[config.mk]
export PLATFORM = sky130hd
export DESIGN_NAME = imhe_ram
export DESIGN_NICKNAME = d
export VERILOG_FILES = /design/src/design/imhe_ram.sv
export SDC_FILE = /design/constraint.sdc
export NUM_CORES = 1
export LEC_CHECK = 0
export BUFFER_PORTS_ARGS = -buffer_cell sky130_fd_sc_hd__buf_4
export CORE_MARGIN = 8
export CORE_UTILIZATION = 60
export DETAILED_ROUTE_END_ITERATION = 8
export GPL_TIMING_DRIVEN = 0
export PLACE_DENSITY = 0.78
export SLEW_MARGIN = 20
export SYNTH_ARGS = -nofsm -noshare
export SYNTH_HDL_FRONTEND = slang
export SYNTH_SLANG_ARGS = --single-unit
export TNS_END_PERCENT = 10
[constraint.sdc]
create_clock -name clk -period 2.3 [get_ports clk]
set_input_delay 0.46 -clock clk [delete_from_list [all_inputs] [get_ports clk]]
set_output_delay 0.46 -clock clk [all_outputs]
set_load 0.05 [all_outputs]
[src/design/imhe_ram.sv]
`timescale 1ns / 1ps
// ----------------------------------------------------------------------------
// imhe_ram
// Generic simple dual-port RAM: one write port, one read port, registered read.
// ----------------------------------------------------------------------------
module imhe_ram #(
    parameter int WIDTH = 8,
    parameter int DEPTH = 16,
    parameter int AW    = $clog2(DEPTH)
) (
    input  logic             clk,
    input  logic             we,
    input  logic [AW-1:0]    waddr,
    input  logic [WIDTH-1:0] wdata,
    input  logic [AW-1:0]    raddr,
    output logic [WIDTH-1:0] rdata
);

    logic [WIDTH-1:0] mem_reg [DEPTH];
    logic [WIDTH-1:0] rdata_reg;

    always_ff @(posedge clk)
    begin
        if (we)
        begin
            mem_reg[waddr] <= wdata;
        end
        rdata_reg <= mem_reg[raddr];
    end

    assign rdata = rdata_reg;

endmodule

Word level (Yosys, flattened, before mapping)
Memories as Yosys holds them, arrays and structs flattened. A register that Yosys moved wholly into a read port is not among the register bits.
Index checks and enable logic that the tools add are counted.

storage, ports and cells
  memory bits (writable) = 128
  input port bits = 18
  register bits after elaboration = 0
  output and inout bits = 8
  word-level logic and storage cells = 3
  memories kept = 1

operators by class
  muxes and demuxes = 2

memory list
  name     depth  width  read ports  clocked after memory_dff  wr ports  line  source
  mem_reg  16     8      1           1                         1         19    logic [WIDTH-1:0] mem_reg [DEPTH];

operator list
  operator          count
  1-bit 2-to-1 mux  2

Depth between registers and ports, before layout
Gate-level depths: netlist of run 1.

  depth in word-level cells = 2
  mapped depth = 5
  gate-level depth less buffers = 3

Least setup slack after synthesis of run 1
Ideal clock, no wire load.

  path type = input -> register
  from = in waddr[2]
  to = mem mem_reg[0][0] (enable)
  required time = 1.917 ns
  slack = 0.347 ns
  library setup time = 0.383 ns
  arrival = 1.570 ns
  stages on the path = 2
  buffers on the path = 0
  cell sequence = or3b_2 -> nor3_1

RTL lines
  what         line  source
  from (decl)  13    input logic [AW-1:0] waddr,
  to (decl)    19

No word-level cell before the write port.

Worst setup path after layout of run 1
  from = in waddr[2]
  to = mem mem_reg[1][3] (enable)

No word-level cell before the write port.

==> flow_summary.yaml, run 1 <==
placement:
  port_buffers: 24
  hpwl_um: 6080
  place_area_um2: 5480
  place_congestion: 0.726
worst_hold_path:
  holdPathStages: 1
  hold_path_class: "input pin to flip-flop"
  hold_start: "wdata[4]"
route:
  viasPerCell: 6.49
  m1WireLength_um: 4160
  wl_met2_um: 5260
  drt_iter0_markers: 248
  ant_nets: 0
  wl_met3_um: 886
  postRouteWirelength_um: 10400
  top_layer: "met4"
  vias: 2532
  drc: 0
  drt_pass1_iterations: 4
  wl_per_cell_um: 26.8
cts:
  post_cts_buffers: 0
  clock_latency_ns: 0.51
  postCtsHoldBufs: 0
  tritoncts: "done"
  clkSinkCount: 136
  cts_buffers: 17
  clock_path_buffers: 2
  cts_root_buffer: "clkbuf_8"
  ctsResizeCount: 0
  clk_pin_slew_ns: 0.06
  htree_levels: 4
worst_setup_path:
  r2r_end: "rdata[5]"
  critPathLaunch: "waddr[2]"
  cp_num_cells: 3
  required_ns: 2.43
  reg2reg_slack_ns: 0.85
  slowest_stage: "nor2_1"
  endpoint: "mem_reg[1][3]"
  reg2reg_from: "mem_reg[10][5]"
  critPathArrivalTime_ns: 1.76
  worstSetupPathType: "input pin to flip-flop"
  path_max_fanout: 8
  reg2reg_depth: 3
  critPathTopFamily: "simple AND/OR/NAND/NOR gates"
  worst-path-buf-inv: 1
  worst_path_largest_cell_delay_ns: 0.65
  crit_chain: "buf_4 -> or3b_2 -> nor2_1"
  critPathCaptureType: "flip-flop"
  startpoint_type: "input pin"
die:
  coreArea_um2: 8260
  dieArea_um2: 11800
  dieHeight_um: 109
  die_w_um: 109
  rows: 33
  io_pins: 26
  start_util_pct: 62.3
synthesis:
  synth_nets: 247
  synthTopCellsByArea: "edfxtp_1, mux4_2, mux4_1"
  yosysWarnings: 0
  ys_types: 19
  yosys.area.top_type: "edfxtp_1"
  synth_top_area_share_pct: 74.7
  synth.avg_cell_area_um2: 22.5
  netlist_area_um2: 5150
  synth-seq-area-share_pct: 77.8
  ys_seq_elements: 136
  synthCells: 229
final_layout:
  drive_gt1_share_pct: 30.5
  syn_to_final_growth_pct: 18.8
  finalInstanceArea_um2: 6110
  fillers: 448
  insertedDiodeCount: 0
  largest_reg_flops: 128
  nets: 290
pwr:
  p_leak_nw: 2.07
  p_per_area_nw_per_um2: 981
  vdd_ir_drop_max_mv: 0.671
sta:
  layout_min_cycle_time_ns: 1.63
  tightest_slew_ns: 0.819
  maxSlewHeadroom_pct: 45.2
  holdWs_ns: 0.281
  rsz0062_at_grt: "false"
  max_freq_ghz: 0.614
  finalCritPeriodShare_pct: 70.8
  setup_viol: 0
  hold_viol: 0
  fin_worst_skew_ns: 0.00790
  slew_violations: 0
global_route:
  overflow: 0
  grt_max_degree: 17
  grt_pass1_wl_um: 15400
  antenna_found_initial: 0
  grt_use_total_pct: 19.0
  grt_pass1_vias: 2547
run:
  max_cap_violations: 0
run_status:
  status: "complete, no violations"
stage by stage:
step,utilization [%],setup TNS [ns],std cells,power [W],setup WS [ns]
5_1_grt,74.0,0,390,0.00613,0.665
6_report,74.0,0,390,0.00600,0.671
3_3_place_gp,66.1,-1.55,358,0.00316,-0.194
3_5_place_dp,66.3,0,358,0.00317,0.129
2_1_floorplan,-,0,229,0.00303,0.347
4_1_cts,74.0,0,390,0.00602,0.641
area by class of cell:
| class | count | area, µm² | area share (%) |
|---|---|---|---|
| tap | 105 | 131 | 2.15 |
| multi-input combinational | 83 | 1080 | 17.6 |
| clock inverter | 13 | 203 | 3.32 |
| sequential | 136 | 4000 | 65.5 |
| clock buffer | 19 | 432 | 7.06 |
| timing repair buffer | 24 | 180 | 2.95 |
| buffer | 10 | 86.3 | 1.41 |
layout by cell type (no fill, tap or decap), drive strengths merged:
master | synthesis | final
edfxtp | 128 | 128
mux4 | 32 | 32
buf | 7 | 31
clkbuf | 0 | 19
a22oi | 16 | 16
nor2 | 13 | 13
nand2 | 9 | 9
dfxtp | 8 | 8
clkinv | 0 | 7
bufinv | 0 | 5
nor3 | 4 | 4
clkdlybuf4s25 | 3 | 3
nand3b | 2 | 2
nand2b | 2 | 2
nor2b | 1 | 1
and2 | 1 | 1
and2b | 1 | 1
nand3 | 1 | 1
or3b | 1 | 1
clkinvlp | 0 | 1
logic make-up after synthesis:
| group | after synthesis | synth area share (%) |
|---|---|---|
| flip-flops | 136 | 77.8 |
| AND/OR/NAND/NOR | 35 | 3.18 |
| multiplexers | 32 | 15.0 |
| AO/OA/AOI/OAI | 16 | 2.33 |
| buffers and inverters | 10 | 1.68 |
power by group:
group,total [W],switching [W],internal [W]
registers,0.00279,0.0000162,0.00277
logic,0.000341,0.000213,0.000129
clock network,0.00287,0.000973,0.00189
routing by layer:
metal  GRT usage [%]  vias up
met3            5.25       17
met5               0        -
met1            25.4     1297
li1                -     1061
met4            6.16        0
met2            29.9      157
worst min-delay path by stage:
stage | to | slack [ns]
floorplan | mem_reg[0][0] | 0.56
global placement | rdata[1] | 0.65
detailed placement | rdata[2] | 0.67
CTS | mem_reg[15][5] | 0.25
global route | mem_reg[4][7] | 0.26
finish | mem_reg[2][4] | 0.28
synth_stat cells:
cell type,n
dfxtp_1,8
nor3_1,4
and2b_1,1
mux4_2,18
and2_1,1
nor2b_1,1
nand2_1,9
mux4_1,14
buf_6,3
buf_4,1
nand2b_1,2
or3b_2,1
buf_2,3
nor2_1,13
nand3b_1,2
clkdlybuf4s25_2,3
a22oi_1,16
edfxtp_1,128
nand3_1,1
worst reg2reg max path, stage by stage, from the launching register on:
cell and delay (ns):
edfxtp_1 0.38, mux4_1 0.52, a22oi_1 0.30, nand2_1 0.12
Note: power is estimated with default switching activity, not from simulation.
==> run 2, diff against run 1 <==
--- a/config.mk
+++ b/config.mk
@@ -5,12 +5,13 @@
 export SDC_FILE = /design/constraint.sdc
 export NUM_CORES = 1
 export LEC_CHECK = 0
+export ABC_AREA = 1
 export BUFFER_PORTS_ARGS = -buffer_cell sky130_fd_sc_hd__buf_4
 export CORE_MARGIN = 8
-export CORE_UTILIZATION = 60
+export CORE_UTILIZATION = 61
 export DETAILED_ROUTE_END_ITERATION = 8
 export GPL_TIMING_DRIVEN = 0
-export PLACE_DENSITY = 0.78
+export PLACE_DENSITY = 0.79
 export SLEW_MARGIN = 20
 export SYNTH_ARGS = -nofsm -noshare
 export SYNTH_HDL_FRONTEND = slang
==> constraint.sdc (replaced) <==
create_clock -name clk -period 1.6 [get_ports clk]
set_input_delay 0.32 -clock clk [delete_from_list [all_inputs] [get_ports clk]]
set_output_delay 0.32 -clock clk [all_outputs]
set_load 0.05 [all_outputs]
==> run 2 against run 1 <==
  * Utilization shrank 1.6 points
  * Clock-buffer cell count shrank 1
  * Die area grew 8.7%
  * Total power grew 42%
  * Wire length grew 33%
  * Largest cell class unchanged
  * Largest power group is now registers
==> flow_summary.yaml, run 2 <==
pwr:
  switching_share_pct: 23.3
  clkPwrFrac_pct: 45.7
  p_sw_w: 0.00198
  power_w: 0.00853
  p_seq_share_pct: 47.0
  combPwrFrac_pct: 7.3
  p_int_w: 0.00654
  vdd_ir_drop_max_mv: 0.823
  p_per_area_nw_per_um2: 1280
  p_leak_nw: 2.91
die:
  dieArea_um2: 12800
  die_w_um: 113
  rows: 35
  io_pins: 26
  coreArea_um2: 9200
  dieHeight_um: 113
  start_util_pct: 62.7
route:
  ant_nets: 0
  viasPerCell: 5.59
  vias: 4002
  drt_pass1_iterations: 5
  drt_iter0_markers: 427
  postRouteWirelength_um: 13900
  wl_per_cell_um: 19.5
  drc: 0
worst_setup_path:
  worst-path-buf-inv: 1
  critPathLaunch: "rdata[0]"
  crit_chain: "buf_4"
  required_ns: 1.28
  worstSetupPathType: "flip-flop to output pin"
  critPathCaptureType: "output pin"
  reg2reg_from: "mem_reg[14][0]"
  path_max_fanout: 1
  slowest_stage: "dfxtp_1"
  reg2reg_slack_ns: 0.55
  startpoint_type: "flip-flop"
  critPathTopFamily: "flip-flops"
  worst_path_largest_cell_delay_ns: 0.32
  critPathArrivalTime_ns: 1.03
cts:
  tritoncts: "done"
  clk_pin_slew_ns: 0.06
  ctsResizeCount: 0
  postCtsHoldBufs: 0
  clkSinkCount: 136
  cts_buffers: 17
  post_cts_buffers: 0
  cts_root_buffer: "clkbuf_8"
  clock_latency_ns: 0.53
  htree_levels: 4
  clock_path_buffers: 2
placement:
  place_congestion: 0.909
  hpwl_um: 8840
  place_area_um2: 6070
  dp_cells: 684
  port_buffers: 22
final_layout:
  syn_to_final_growth_pct: 15.5
  drive_gt1_share_pct: 12.7
  finalInstanceArea_um2: 6660
  fillers: 629
  final_util_pct: 72.4
  final_common_cell: "nand2_1"
  largest_reg_flops: 128
  instances_no_fill: 716
  layout_common_cells: "nand2_1, edfxtp_1, inv_1"
  insertedDiodeCount: 0
  nets: 610
synthesis:
  synth_nets: 569
  synth_top_area_share_pct: 66.7
  ys_seq_elements: 136
  synthCells: 551
  synth-seq-area-share_pct: 69.4
  synthTopCellsByArea: "edfxtp_1, nand2_1, nand3_1"
  netlist_area_um2: 5770
  yosysWarnings: 0
  yosys.area.top_type: "edfxtp_1"
  synth.avg_cell_area_um2: 10.5
  synth_edf_count: 128
  ys_types: 12
  ys_top_cells_by_count: "nand2_1, edfxtp_1, inv_1"
  synth-main-ff-cell: "edfxtp_1"
  yosys.cell_count.top_type: "nand2_1"
  synth-async-reset-ratio_pct: 0
global_route:
  grt_pass1_vias: 3901
  grt_use_total_pct: 23.1
  grt_max_degree: 17
  antenna_found_initial: 0
  grt_pass1_wl_um: 21800
  overflow: 0
sta:
  rsz0062_at_grt: "false"
  max_freq_ghz: 0.739
  finalCritPeriodShare_pct: 84.6
  fin_worst_skew_ns: 0.00749
  tns_ns: 0
  layout_min_cycle_time_ns: 1.35
  slew_violations: 0
  hold_viol: 0
  setup_viol: 0
  tightest_slew_ns: 0.903
  maxSlewHeadroom_pct: 39.6
worst_hold_path:
  hold_path_class: "input pin to flip-flop"
  hold_start: "wdata[4]"
run:
  max_cap_violations: 0
run_status:
  status: "complete, no violations"
run 2: changes by cell type in the layout (fill, tap and decap cells not counted), sizes merged, moves of 3 or more:
cell / previous run / this run
a22oi: 16 / 0
buf: 31 / 46
clkdlybuf4s25: 3 / 0
inv: 0 / 104
mux4: 32 / 0
nand2: 9 / 173
nand3: 1 / 97
nor2: 13 / 17
nor3: 4 / 0
run 2: worst paths after layout:
kind                    end  cells after the start
max reg2reg        rdata[0]                      6
min          mem_reg[15][4]                      1
max                rdata[0]                      1
min reg2reg        rdata[0]                      6
run 2: metal layers:
layer / vias to the layer above / GRT usage, % / wire (µm) / part of all wire (%)
met4: 0 / 8.53 / 260 / 1.9
met1: 1868 / 32.2 / 5800 / 42
met2: 246 / 34.7 / 6520 / 47
li1: 1861 / - / - / -
met3: 27 / 4.95 / 1360 / 9.7
met5: - / 0 / 0 / 0
run 2: metrics by stage:
stage | hold WS [ns] | worst slack, ns
detailed placement | 0.685 | -0.176
floorplan | 0.419 | 0.329
global placement | 0.666 | -0.104
CTS | 0.146 | 0.233
global route | 0.155 | 0.214
finish | 0.149 | 0.247
run 2: layout make-up:
| class | count | area, µm² | area share [%] |
|---|---|---|---|
| buffer | 24 | 166 | 2.50 |
| clock buffer | 18 | 418 | 6.27 |
| clock inverter | 14 | 174 | 2.61 |
| inverter | 102 | 383 | 5.75 |
| multi-input combinational | 289 | 1210 | 18.2 |
| sequential | 136 | 4000 | 60.1 |
| tap | 111 | 139 | 2.08 |
| timing repair buffer | 22 | 165 | 2.48 |
run 2: power groups by stage:
stage	clock, W	combinational [W]	sequential, W
finish	0.00390	0.000625	0.00400
global route	0.00405	0.000671	0.00401
CTS	0.00389	0.000619	0.00400
detailed placement	0	0.000609	0.00408
global placement	0	0.000598	0.00407
floorplan	0	0.000281	0.00416
run 2: logic make-up (layout without fill, tap and decap cells):
kind of cell,after synthesis,in the layout,synth area share (%)
DFF,136,136,69.4
and+or+nand+nor,289,289,21.0
buffers and inverters,126,180,9.52
